`config.mk`:
```
export PLATFORM = sky130hd
export DESIGN_NAME = att_response_pdu_parser
export DESIGN_NICKNAME = d
export VERILOG_FILES = /design/src/design/att_rsp_pkg.sv /design/src/design/att_rsp_parser.sv /design/src/design/att_rsp_queue.sv /design/src/design/att_response_pdu_parser.sv
export SDC_FILE = /design/constraint.sdc
export NUM_CORES = 2
export LEC_CHECK = 0
export BUFFER_PORTS_ARGS = -buffer_cell sky130_fd_sc_hd__clkbuf_2
export CAP_MARGIN = 5
export CORE_MARGIN = 1.5
export CORE_UTILIZATION = 50
export CTS_BUF_LIST = sky130_fd_sc_hd__clkbuf_4
export DETAILED_ROUTE_END_ITERATION = 8
export PLACE_DENSITY = 0.66
export RECOVER_POWER = 25
export SYNTH_ARGS = -nofsm -noshare
export SYNTH_HDL_FRONTEND = slang
export SYNTH_SLANG_ARGS = --single-unit
export TNS_END_PERCENT = 5
```
`constraint.sdc`:
```
create_clock -name clock -period 19.4 [get_ports clock]
set_input_delay 0.97 -clock clock [delete_from_list [all_inputs] [get_ports clock]]
set_output_delay 0.97 -clock clock [all_outputs]
set_load 0.005 [all_outputs]
```
`src/design/att_rsp_pkg.sv`:
```
package att_rsp_pkg;

   // PDU size limit and derived widths
   localparam int MAX_PDU_BYTES = 256;
   localparam int POS_W         = $clog2(MAX_PDU_BYTES + 1);

   // result queue
   localparam int QDEPTH  = 4;
   localparam int QPTR_W  = $clog2(QDEPTH);
   localparam int QCNT_W  = $clog2(QDEPTH + 1);

   // ATT response opcodes
   localparam logic [7:0] OP_ERROR_RSP      = 8'h01;
   localparam logic [7:0] OP_FIND_INFO_RSP  = 8'h05;
   localparam logic [7:0] OP_READ_TYPE_RSP  = 8'h09;
   localparam logic [7:0] OP_READ_RSP       = 8'h0B;
   localparam logic [7:0] OP_READ_GROUP_RSP = 8'h11;
   localparam logic [7:0] OP_WRITE_RSP      = 8'h13;

   // find-information format codes
   localparam logic [7:0] FMT_UUID16  = 8'h01;
   localparam logic [7:0] FMT_UUID128 = 8'h02;

   localparam logic [7:0] ERR_ATTR_NOT_FOUND = 8'h0A;

   // entry sizes and UUID offsets inside an entry
   localparam logic [7:0] FIND_SIZE_16  = 8'd4;
   localparam logic [7:0] FIND_SIZE_128 = 8'd18;
   localparam logic [4:0] FIND_UUID_AT  = 5'd2;
   localparam logic [4:0] TYPE_UUID_AT  = 5'd5;
   localparam logic [4:0] GROUP_UUID_AT = 5'd4;
   localparam logic [7:0] MAX_UUID_BYTES = 8'd16;
   localparam logic [4:0] MAX_ENTRY_BYTES = 5'd21;

   typedef enum logic [2:0] {
      KIND_ERROR   = 3'd0,
      KIND_DESC    = 3'd1,
      KIND_CHAR    = 3'd2,
      KIND_SERVICE = 3'd3,
      KIND_VALUE   = 3'd4,
      KIND_END     = 3'd5
   } rec_kind_type;

   typedef enum logic [1:0] {
      ST_OK        = 2'd0,
      ST_NOT_FOUND = 2'd1,
      ST_ERROR     = 2'd2,
      ST_UNHANDLED = 2'd3
   } pdu_status_type;

   typedef struct packed {
      rec_kind_type   rec_kind;
      logic [15:0]    handle_first;
      logic [15:0]    handle_second;
      logic [7:0]     failed_request_opcode;
      logic [7:0]     att_error_code;
      logic [7:0]     property_bits;
      logic [4:0]     uuid_length;
      logic [63:0]    uuid_low;
      logic [63:0]    uuid_high;
      logic [7:0]     value_octet;
      pdu_status_type pdu_status;
      logic           last_result;
   } rec_type;

   // what one accepted byte pushes into the result queue
   typedef struct packed {
      logic    entry_vld;
      rec_type entry_rec;
      logic    end_vld;
      rec_type end_rec;
   } push_type;

endpackage

```
`src/design/att_rsp_parser.sv`:
```
module att_rsp_parser (
   input  logic                  clock,
   input  logic                  reset,
   input  logic                  accept,
   input  logic [7:0]            data_byte,
   input  logic                  last_byte,
   output att_rsp_pkg::push_type push
);
   import att_rsp_pkg::*;

   logic [POS_W-1:0] pos_ff,   pos_in;
   logic [7:0]       op_ff,    op_in;
   logic [7:0]       esize_ff, esize_in;
   logic [4:0]       eoff_ff,  eoff_in;
   logic [15:0]      ha_ff,    ha_in;
   logic [15:0]      hb_ff,    hb_in;
   logic [7:0]       aux_ff,   aux_in;
   logic [127:0]     uuid_ff,  uuid_in;
   logic             mal_ff,   mal_in;

   logic [4:0]     start;
   rec_kind_type   ekind;
   logic [4:0]     off_next;
   logic [3:0]     lane;
   logic [7:0]     lo_len;
   pdu_status_type status;

   always_comb begin
      case (op_ff)
         OP_FIND_INFO_RSP: begin start = FIND_UUID_AT;  ekind = KIND_DESC;    end
         OP_READ_TYPE_RSP: begin start = TYPE_UUID_AT;  ekind = KIND_CHAR;    end
         default:          begin start = GROUP_UUID_AT; ekind = KIND_SERVICE; end
      endcase
      lo_len   = {3'b000, start};
      off_next = eoff_ff + 5'd1;
      lane     = 4'(eoff_ff - start);
   end

   always_comb begin
      pos_in   = pos_ff;
      op_in    = op_ff;
      esize_in = esize_ff;
      eoff_in  = eoff_ff;
      ha_in    = ha_ff;
      hb_in    = hb_ff;
      aux_in   = aux_ff;
      uuid_in  = uuid_ff;
      mal_in   = mal_ff;
      push     = '0;
      status   = ST_OK;

      if (accept) begin
         if (pos_ff == POS_W'(MAX_PDU_BYTES)) begin
            mal_in = 1'b1;
         end else begin
            if (pos_ff == '0) begin
               op_in = data_byte;
            end else begin
               case (op_ff)
                  OP_ERROR_RSP: begin
                     if (pos_ff == POS_W'(1)) begin
                        aux_in = data_byte;
                     end else if (pos_ff == POS_W'(2)) begin
                        ha_in = {8'h00, data_byte};
                     end else if (pos_ff == POS_W'(3)) begin
                        ha_in = ha_ff | {data_byte, 8'h00};
                     end else if (pos_ff == POS_W'(4)) begin
                        esize_in                        = data_byte;
                        push.entry_vld                  = 1'b1;
                        push.entry_rec.rec_kind         = KIND_ERROR;
                        push.entry_rec.handle_first     = ha_ff;
                        push.entry_rec.failed_request_opcode = aux_ff;
                        push.entry_rec.att_error_code   = data_byte;
                     end
                  end
                  OP_FIND_INFO_RSP, OP_READ_TYPE_RSP, OP_READ_GROUP_RSP: begin
                     if (pos_ff == POS_W'(1)) begin
                        if (op_ff == OP_FIND_INFO_RSP) begin
                           if (data_byte == FMT_UUID16)
                              esize_in = FIND_SIZE_16;
                           else if (data_byte == FMT_UUID128)
                              esize_in = FIND_SIZE_128;
                           else
                              mal_in = 1'b1;
                        end else begin
                           esize_in = data_byte;
                           if (data_byte < lo_len || data_byte > lo_len + MAX_UUID_BYTES)
                              mal_in = 1'b1;
                        end
                     end else if (!mal_ff) begin
                        if (eoff_ff == 5'd0)
                           ha_in = {ha_ff[15:8], data_byte};
                        else if (eoff_ff == 5'd1)
                           ha_in = {data_byte, ha_ff[7:0]};
                        else if (eoff_ff >= start)
                           uuid_in = uuid_ff | (128'(data_byte) << {lane, 3'b000});
                        else if (op_ff == OP_READ_TYPE_RSP && eoff_ff == 5'd2)
                           aux_in = data_byte;
                        else if (eoff_ff == start - 5'd2)
                           hb_in = {hb_ff[15:8], data_byte};
                        else
                           hb_in = {data_byte, hb_ff[7:0]};
                        eoff_in = off_next;
                        // entry complete: send it and start the next one clean
                        if ({3'b000, off_next} >= esize_ff) begin
                           push.entry_vld               = 1'b1;
                           push.entry_rec.rec_kind      = ekind;
                           push.entry_rec.handle_first  = ha_in;
                           push.entry_rec.handle_second =
                              (ekind == KIND_DESC) ? 16'h0000 : hb_in;
                           push.entry_rec.property_bits =
                              (ekind == KIND_CHAR) ? aux_in : 8'h00;
                           push.entry_rec.uuid_length   = 5'(esize_ff - lo_len);
                           push.entry_rec.uuid_low      = uuid_in[63:0];
                           push.entry_rec.uuid_high     = uuid_in[127:64];
                           eoff_in = '0;
                           ha_in   = '0;
                           hb_in   = '0;
                           aux_in  = '0;
                           uuid_in = '0;
                        end
                     end
                  end
                  OP_READ_RSP: begin
                     push.entry_vld             = 1'b1;
                     push.entry_rec.rec_kind    = KIND_VALUE;
                     push.entry_rec.value_octet = data_byte;
                  end
                  default: ;
               endcase
            end
            pos_in = pos_ff + POS_W'(1);
         end

         if (last_byte) begin
            case (op_in)
               OP_ERROR_RSP:
                  if (mal_in || pos_in < POS_W'(5))
                     status = ST_ERROR;
                  else
                     status = (esize_in == ERR_ATTR_NOT_FOUND) ? ST_NOT_FOUND : ST_ERROR;
               OP_FIND_INFO_RSP, OP_READ_TYPE_RSP, OP_READ_GROUP_RSP:
                  status = (mal_in || pos_in < POS_W'(2)) ? ST_ERROR : ST_OK;
               OP_READ_RSP, OP_WRITE_RSP:
                  status = mal_in ? ST_ERROR : ST_OK;
               default:
                  status = ST_UNHANDLED;
            endcase
            push.end_vld             = 1'b1;
            push.end_rec.rec_kind    = KIND_END;
            push.end_rec.pdu_status  = status;
            push.end_rec.last_result = 1'b1;
            pos_in   = '0;
            op_in    = '0;
            esize_in = '0;
            eoff_in  = '0;
            ha_in    = '0;
            hb_in    = '0;
            aux_in   = '0;
            uuid_in  = '0;
            mal_in   = 1'b0;
         end
      end
   end

   always_ff @(posedge clock) begin
      if (reset) begin
         pos_ff   <= '0;
         op_ff    <= '0;
         esize_ff <= '0;
         eoff_ff  <= '0;
         ha_ff    <= '0;
         hb_ff    <= '0;
         aux_ff   <= '0;
         uuid_ff  <= '0;
         mal_ff   <= 1'b0;
      end else begin
         pos_ff   <= pos_in;
         op_ff    <= op_in;
         esize_ff <= esize_in;
         eoff_ff  <= eoff_in;
         ha_ff    <= ha_in;
         hb_ff    <= hb_in;
         aux_ff   <= aux_in;
         uuid_ff  <= uuid_in;
         mal_ff   <= mal_in;
      end
   end

   a_pos_bound: assert property (@(posedge clock) disable iff (reset)
      pos_ff <= POS_W'(MAX_PDU_BYTES))
      else $error("byte position past PDU limit");

   a_entry_bound: assert property (@(posedge clock) disable iff (reset)
      eoff_ff < MAX_ENTRY_BYTES)
      else $error("entry offset past longest entry");

   a_end_clears: assert property (@(posedge clock) disable iff (reset)
      push.end_vld |=> (pos_ff == '0 && !mal_ff && eoff_ff == '0))
      else $error("state not cleared after end of PDU");

   a_mal_no_entry: assert property (@(posedge clock) disable iff (reset)
      (accept && mal_ff && op_ff != OP_ERROR_RSP && op_ff != OP_READ_RSP) |->
         !push.entry_vld)
      else $error("entry record from malformed PDU");

endmodule

```
`src/design/att_rsp_queue.sv`:
```
module att_rsp_queue (
   input  logic                  clock,
   input  logic                  reset,
   input  att_rsp_pkg::push_type push,
   output logic                  room,
   output logic                  rsp_valid,
   input  logic                  rsp_stall,
   output att_rsp_pkg::rec_type  head
);
   import att_rsp_pkg::*;

   rec_type            q_ff [QDEPTH];
   logic [QPTR_W-1:0]  wr_ff,  wr_in;
   logic [QPTR_W-1:0]  rd_ff,  rd_in;
   logic [QCNT_W-1:0]  cnt_ff, cnt_in;
   logic [QPTR_W-1:0]  end_at;
   logic [1:0]         n_push;
   logic               pop;

   assign pop       = rsp_valid && !rsp_stall;
   assign n_push    = {1'b0, push.entry_vld} + {1'b0, push.end_vld};
   assign end_at    = push.entry_vld ? wr_ff + QPTR_W'(1) : wr_ff;
   assign rsp_valid = cnt_ff != '0;
   // room for the worst case of two records from one byte
   assign room      = cnt_ff <= QCNT_W'(QDEPTH - 2);
   assign head      = q_ff[rd_ff];

   always_comb begin
      wr_in  = wr_ff + QPTR_W'(n_push);
      rd_in  = pop ? rd_ff + QPTR_W'(1) : rd_ff;
      cnt_in = cnt_ff + QCNT_W'(n_push) - QCNT_W'(pop);
   end

   always_ff @(posedge clock) begin
      for (int i = 0; i < QDEPTH; i++) begin
         if (push.entry_vld && wr_ff == QPTR_W'(i))
            q_ff[i] <= push.entry_rec;
         else if (push.end_vld && end_at == QPTR_W'(i))
            q_ff[i] <= push.end_rec;
      end
   end

   always_ff @(posedge clock) begin
      if (reset) begin
         wr_ff  <= '0;
         rd_ff  <= '0;
         cnt_ff <= '0;
      end else begin
         wr_ff  <= wr_in;
         rd_ff  <= rd_in;
         cnt_ff <= cnt_in;
      end
   end

   a_no_overflow: assert property (@(posedge clock) disable iff (reset)
      cnt_ff <= QCNT_W'(QDEPTH))
      else $error("result queue overflow");

   a_push_room: assert property (@(posedge clock) disable iff (reset)
      (push.entry_vld || push.end_vld) |-> $past(room) || room)
      else $error("push without room");

   a_pop_only: assert property (@(posedge clock) disable iff (reset)
      (pop && n_push == 2'd0) |=> cnt_ff == $past(cnt_ff) - QCNT_W'(1))
      else $error("queue count lost track on pop");

   a_ptr_gap: assert property (@(posedge clock) disable iff (reset)
      QCNT_W'(QPTR_W'(wr_ff - rd_ff)) == cnt_ff || cnt_ff == QCNT_W'(QDEPTH))
      else $error("queue pointers disagree with count");

endmodule

```
`src/design/att_response_pdu_parser.sv`:
```
// A record enters the result queue with the req transfer that completes it and is offered on rsp_*
// once at the queue head. One PDU byte is taken per cycle while req_stall is low; one record leaves
//   per cycle while rsp_stall is low, so a byte yielding an entry and the end status takes two transfers.
// A four-entry result queue decouples the sides; req_stall rises when fewer than two slots are free.
// Reset (synchronous, active high) clears the parse state and empties the result queue.
module att_response_pdu_parser (
   input  logic                         clock,
   input  logic                         reset,
   // request channel: PDU bytes, opcode first
   input  logic                         req_valid,
   output logic                         req_stall,
   input  logic [7:0]                   req_data_byte,
   input  logic                         req_last_byte,
   // response channel: one record per transfer
   output logic                         rsp_valid,
   input  logic                         rsp_stall,
   output logic [2:0]                   rsp_rec_kind,
   output logic [15:0]                  rsp_handle_first,
   output logic [15:0]                  rsp_handle_second,
   output logic [7:0]                   rsp_failed_request_opcode,
   output logic [7:0]                   rsp_att_error_code,
   output logic [7:0]                   rsp_property_bits,
   output logic [4:0]                   rsp_uuid_length,
   output logic [63:0]                  rsp_uuid_low,
   output logic [63:0]                  rsp_uuid_high,
   output logic [7:0]                   rsp_value_octet,
   output logic [1:0]                   rsp_pdu_status,
   output logic                         rsp_last_result
);
   import att_rsp_pkg::*;

   push_type push;
   rec_type  head;
   logic     room;
   logic     accept;

   // a byte is taken only when the queue can hold both records it may produce
   assign req_stall = !room;
   assign accept    = req_valid && !req_stall;

   // byte-level parse: holds the partial entry, emits entry and end records
   att_rsp_parser u_parser (
      .clock     (clock),
      .reset     (reset),
      .accept    (accept),
      .data_byte (req_data_byte),
      .last_byte (req_last_byte),
      .push      (push)
   );

   // result queue, head drives the response ports directly
   att_rsp_queue u_queue (
      .clock     (clock),
      .reset     (reset),
      .push      (push),
      .room      (room),
      .rsp_valid (rsp_valid),
      .rsp_stall (rsp_stall),
      .head      (head)
   );

   assign rsp_rec_kind              = head.rec_kind;
   assign rsp_handle_first          = head.handle_first;
   assign rsp_handle_second         = head.handle_second;
   assign rsp_failed_request_opcode = head.failed_request_opcode;
   assign rsp_att_error_code        = head.att_error_code;
   assign rsp_property_bits         = head.property_bits;
   assign rsp_uuid_length           = head.uuid_length;
   assign rsp_uuid_low              = head.uuid_low;
   assign rsp_uuid_high             = head.uuid_high;
   assign rsp_value_octet           = head.value_octet;
   assign rsp_pdu_status            = head.pdu_status;
   assign rsp_last_result           = head.last_result;

   // end record marks the last transfer of a PDU, and only it
   a_last_is_end: assert property (@(posedge clock) disable iff (reset)
      rsp_valid |-> (rsp_last_result == (rsp_rec_kind == KIND_END)))
      else $error("last_result out of step with record kind");

   // status is only reported on the end record
   a_status_end_only: assert property (@(posedge clock) disable iff (reset)
      (rsp_valid && rsp_rec_kind != KIND_END) |-> rsp_pdu_status == ST_OK)
      else $error("status on a non-end record");

   // a final byte always leaves a record offered on rsp_* in the cycle after it is taken
   a_last_pushes_end: assert property (@(posedge clock) disable iff (reset)
      (accept && req_last_byte) |=> rsp_valid)
      else $error("final byte produced no result");

endmodule

```
Yosys cells after proc, flatten, opt, wreduce, memory -nomap -nowiden
Memory sizes are Yosys's and may differ from the RTL's. A register that Yosys moved wholly into a read port is not among the register bits. Index checks and enable logic that the tools add are counted.

Reductions and logical operators: 31. Order comparisons: 7. $add $sub $neg: 12. Equality and inequality tests: 39. Muxes and demuxes: 152. Bitwise gates (word level): 6. Shift-type cells: 1.

Operator list (number): 128-bit 2-to-1 mux (10); 203-bit 2-to-1 mux (6); 201-bit 2-to-1 mux (3); 141-bit 2-to-1 mux (4); 16-bit 2-to-1 mux (30); 203-bit OR reduction (2); 8-bit 2-to-1 mux (29); 128-bit bitwise OR (1); 8-bit by 7-bit left shift with 128-bit output (1); 36-bit 2-to-1 mux (3); 20-bit 2-to-1 mux (4); 16-bit case mux with 2 select lines (2); 8-bit by 4-bit == test with 1-bit output, second input constant (5); 5-bit 2-to-1 mux (7); 1-bit 2-to-1 mux (32); 8-bit case mux with 2 select lines (2); 9-bit 2-to-1 mux (3); 8-bit by 1-bit == test with 1-bit output, second input constant (3); 8-bit by 5-bit == test with 1-bit output, second input constant (3); 9-bit by 2-bit == test with 1-bit output, second input constant (2); 2-bit 2-to-1 mux (9); 8-bit by 3-bit == test with 1-bit output, second input constant (2); 16-bit bitwise OR (1); 4-bit case mux with 3 select lines (1); other kinds (50) (83).

Output and inout port bits: 205. Bits of input ports: 13. Memories: 1. Bits in writable memories: 812. Bits in registers: 206. Logic and storage cells: 261.

Memory list: u_queue.q_ff (depth 4, width 203, rd ports 1, clocked after memory_dff 1, write ports 2, line att_rsp_queue.sv:12) `rec_type q_ff [QDEPTH];`.

Longest topological paths before layout
Word-level depth: 26. Gate-level depth with buffers: 17. Gate-level depth less buffers: 17.

Hierarchy
Synthesis repeated with hierarchy kept, for this count alone.

Cell total of the unflattened synthesis: 4033. Area total of the unflattened synthesis: 51901.0 sq um.

By module, submodules not included: att_rsp_queue (seq. area each 24563.6 sq um, times used 1, cells an instance 2357, area an instance 39225.1 sq um); att_rsp_parser (seq. area each 3983.8 sq um, times used 1, cells an instance 1674, area an instance 12665.9 sq um); att_response_pdu_parser (seq. area each 0.0 sq um, times used 1, cells an instance 2, area an instance 10.0 sq um).

Worst setup path after synthesis
Ideal clock, no wire load.

Path kind: input -> register. Start: input port req_valid. End: memory u_queue.q_ff[0][0] (netlist name) (enable). Arrival: 16.548 ns. Data required time: 18.353 ns. Setup slack: 1.806 ns. Cell stages on the path: 10. Buffers on the path: 2. Setup time: 1.047 ns. Cells stage by stage: inv_1 a211o_1 buf_2 nor2_1 nor2_1 a21o_1 buf_2 nor2_1 a22oi_1 o21ai_0.

RTL lines: start, declared (line att_response_pdu_parser.sv:10) `input logic req_valid,`; end, declared (line att_rsp_queue.sv:12).

Final worst setup path
Start: register u_parser.op_ff[6]. End: register u_parser.uuid_ff[80].

Longest elaborated chain between the ends: 15. Elaborated cells on any way between the ends: 21. Those cells by class: 1 x add/sub; 1 x order compare; 3 x eq/ne; 1 x shift; 11 x mux; 1 x bitwise; 3 x reduce/logical.

RTL lines: start, declared (line att_rsp_parser.sv:12) `logic [7:0] op_ff, op_in;`; start signal, assigned (line att_rsp_parser.sv:179) `op_ff <= op_in;`; 8-bit by 4-bit == test with 1-bit output / 8-bit by 3-bit == test with 1-bit output (equally long branches) (line att_rsp_parser.sv:29, att_rsp_parser.sv:59); 3-bit case mux with 2 select lines (line att_rsp_parser.sv:29) `case (op_ff)`; 4-bit by 3-bit subtractor with 4-bit output (line att_rsp_parser.sv:36) `lane = 4'(eoff_ff - start);`; 8-bit by 7-bit left shift with 128-bit output (line att_rsp_parser.sv:96) `uuid_in = uuid_ff | (128'(data_byte) << {lane, 3'b000});`; 128-bit bitwise OR (line att_rsp_parser.sv:96); 128-bit 2-to-1 mux (line att_rsp_parser.sv:95) `else if (eoff_ff >= start)`; 128-bit 2-to-1 mux (line att_rsp_parser.sv:93) `else if (eoff_ff == 5'd1)`; 128-bit 2-to-1 mux (line att_rsp_parser.sv:91) `if (eoff_ff == 5'd0)`; 128-bit 2-to-1 mux (line att_rsp_parser.sv:105) `if ({3'b000, off_next} >= esize_ff) begin`; 128-bit 2-to-1 mux (line att_rsp_parser.sv:90) `end else if (!mal_ff) begin`; 128-bit 2-to-1 mux (line att_rsp_parser.sv:77) `if (pos_ff == POS_W'(1)) begin`; 128-bit 2-to-1 mux (line att_rsp_parser.sv:59) `case (op_ff)`; 128-bit 2-to-1 mux (line att_rsp_parser.sv:56) `if (pos_ff == '0) begin`; 128-bit 2-to-1 mux (line att_rsp_parser.sv:53) `if (pos_ff == POS_W'(MAX_PDU_BYTES)) begin`; 128-bit 2-to-1 mux (line att_rsp_parser.sv:135) `if (last_byte) begin`; end signal, assigned (line att_rsp_parser.sv:185) `uuid_ff <= uuid_in;`; end, declared (line att_rsp_parser.sv:18) `logic [127:0] uuid_ff, uuid_in;`.

Parallel ways exist; a longest one is shown, timed or not. The select of a mux whose other input is x is not followed. A chain may end at the register's enable or synchronous reset.

==> summary.md <==
| Metric | Value |
|---|---|
| Final period util | 0.519 |
| First-pass GRT wire length | 179 mm |
| Largest fanout on the critical path | 87 |
| 1st-iter DRT viols | 2,733 |
| Share of cells above drive strength 1 | 0.228 |
| Pre-CTS setup slack | 13.24 ns |
| DRT Pass-1 Iters | 6 |
| H-tree Lvls | 5 |
| Post-route cell area | 48,400 um2 |
| Clock tree root driver cell | clkbuf_4 |
| XOR/XNOR Fraction of Synth Area | 0.00427 |
| Least-Margin Pin Slew | 4.33 ns |
| Clock Tree Buf Depth | 4 |
| Die height | 297 um |
| Unrepaired setup endpoints after global routing | no |
| GRT overflow | 0 |
| Kind of end point of the critical path | register |
| Top_reg_cell synth | edfxtp_1 |
| GP Congestion | 0.885 |
| Most frequent cells in the layout | 886 x nor2_1, 614 x edfxtp_1, 441 x clkbuf_4 |
| Nets | 4,040 |
| Post-route DRC | 0 |
| Total power draw | 5.22 mW |
| Die ar. | 88,000 um2 |
| Hold-fix buffers at CTS | 0 |
| Clk_lat worst skew | 1.20 ns |
| Die width | 297 um |
| Final antenna-violating net count | 0 |
| Outcome | complete, but fails checks |
| Post-synthesis mux area share | 0.115 |
| Synth Area in Simple Gates | 0.135 |
| Worst Skew | 0.142 ns |
| Number of buffers created by CTS | 279 |
| Synth Area in Compound Gates | 0.0875 |
| HPWL after DPL | 68.2 mm |
| Max rail drop VDD | 0.0884 mV |
| P&R area growth vs syn | 12.3% |
| Post-Syn Area | 43,100 um2 |
| Synth Area in Adders | 0.0106 |
| Violated checks | capacitance limit, slew limit |
| Largest net degree at the start of global routing | 142 |
| Crit path DAT | 10.89 ns |
| Top cell type's share of synthesized area | 0.428 |
| Setup TNS | 0 ns |
| Starting Density | 0.505 |
| Max Cap Viol | 10 |
| Sequential fraction of the synthesis area | 0.616 |
| Footprint of the multi-input gates | 15,200 um2 |
| Drt wl/cell | 22.3 um |
| Routed wire length | 119 mm |
| Synth Instances | 3,715 |
| Most common cell after layout, fill and taps aside | nor2_1 |
| Post CTS Setup Buffer Count | 0 |
| CTS tree | yes |
| Antenna violations before repair | 2 |
| Main combinational cell family by area after synthesis | simple AND/OR/NAND/NOR gates |
| WS Path Type | reg -> reg |
| Core ar. | 85,300 um2 |
| Min Tclk post-route | 10.06 ns |
| Clock sink count | 1,020 |
| Asr flop ratio synth | 0 |
| CP peak stage delay | 2.99 ns |
| Setup violations, final | 0 |
| Syn_nets | 3,762 |
| Dominant cell type by area after synthesis | edfxtp_1 |
| Normalized max-slew margin | -1.90 |
| CP max-delay cell | clkbuf_1 |
| Via density | 5.78 |
| Number of synthesis warnings | 0 |
| FILL cells | 7,280 |
| Setup WS post-layout | 9.34 ns |
| Floorplan row count | 107 |
| Boundary pin count | 218 |
| Post-CTS resize count | 0 |
| Total track usage | 0.271 |
| Critical Path Start Type | register |
| CP required | 20.23 ns |
| Register clock-pin slew on the reported worst setup and hold paths | 0.07 ns |
| Placed instance area | 45,000 um2 |
| Flops & latches, synth | 1,020 |
| Routed via count | 30,854 |
| Hold Crit Class | in -> reg |
| Fin. Hold Viols | 0 |
| Pins Over Slew Limit | 607 |
| Register Area | 26,600 um2 |
| Port bufs | 217 |
| Crit-path cells | or4b_4, nor2_1, and3_1, a21oi_1, nor2_4, clkbuf_1, a21o_1, clkbuf_1, nor2_1 |
| Leakage | 18.3 nW |
| Mean post-synth cell area | 11.6 um2 |
| Post-synth EDFFs | 614 |
| Post-layout util | 0.567 |
| Synth unique cells | 71 |
| Vias in the first global route | 30,347 |
| Power per Cell Area | 108 nW/um2 |
| Peak Freq | 99.4 MHz |
| Most area-consuming cells after synthesis | edfxtp_1 43%, dfxtp_1 19%, mux4_2 11% |
## cell families after synthesis
family | count (synthesis)
buf+inv | 320
fa+ha+maj | 35
compound gates | 650
simple gates | 1429
mux | 240
xor+xnor | 21
flops | 1020
## metal layers
layer,track usage,up-vias,routed length [um]
li1,-,13990,-
met1,0.366,15314,48800
met2,0.435,1380,56800
met3,0.0645,170,10600
met4,0.0874,0,2660
met5,0,-,0
## synthesized netlist by cell type, drive strengths merged (42+ instances only)
master	n
mux4	203
a31oi	61
clkbuf	192
dfxtp	406
nor2	887
a21o	58
edfxtp	614
buf	84
a21oi	124
o21ai	311
nand2	360
inv	42
## sequential cells by signal, indices dropped and copies added (netlist names), 8 cells and up, named ones only
register and flops:
u_parser.aux_ff 8, u_parser.esize_ff 8, u_parser.ha_ff 16, u_parser.hb_ff 16, u_parser.op_ff 8, u_parser.pos_ff 9, u_parser.uuid_ff 128, u_queue.q_ff 812
## final timing paths
path,startpoint,end,slack [ns],depth (start not counted)
worst max-delay path,u_parser.op_ff[6],u_parser.uuid_ff[80],9.34,9
worst min-delay path,rsp_stall,register,0.32,4
worst max register to register,u_parser.op_ff[6],u_parser.uuid_ff[80],9.34,9
worst min register to register,u_queue.q_ff[2][201],u_queue.q_ff[2][201],0.44,2
## final cells by class
type	count	area share
flip-flops and latches	1020	0.549
multi-input cells	2375	0.315
clock buffers	441	0.0684
repair buffers	273	0.0309
well taps	1144	0.0296
clock inverters	39	0.00367
inverters	44	0.00349
diodes	6	0.000310
## stage by stage
step / instances / hold WS (ns)
finish: 5342 / 0.317
global route: 5340 / 0.284
CTS: 5336 / 0.234
detailed placement: 4856 / 0.433
global placement: 4856 / 0.428
floorplan: 3715 / 0.418
## report_power, final
part | switching (mW) | internal [mW]
combinational | 0.512 | 0.404
clock | 0.866 | 1.04
sequential | 0.0436 | 2.36
total | 1.42 | 3.80
## worst max-delay path, delay by kind of cell (launching register included)
family,cells,cell delay [ns]
flops,1,0.33
buf+inv,2,5.58
simple gates,5,1.44
compound gates,2,2.37
Note: power is estimated with default switching activity, not from simulation.
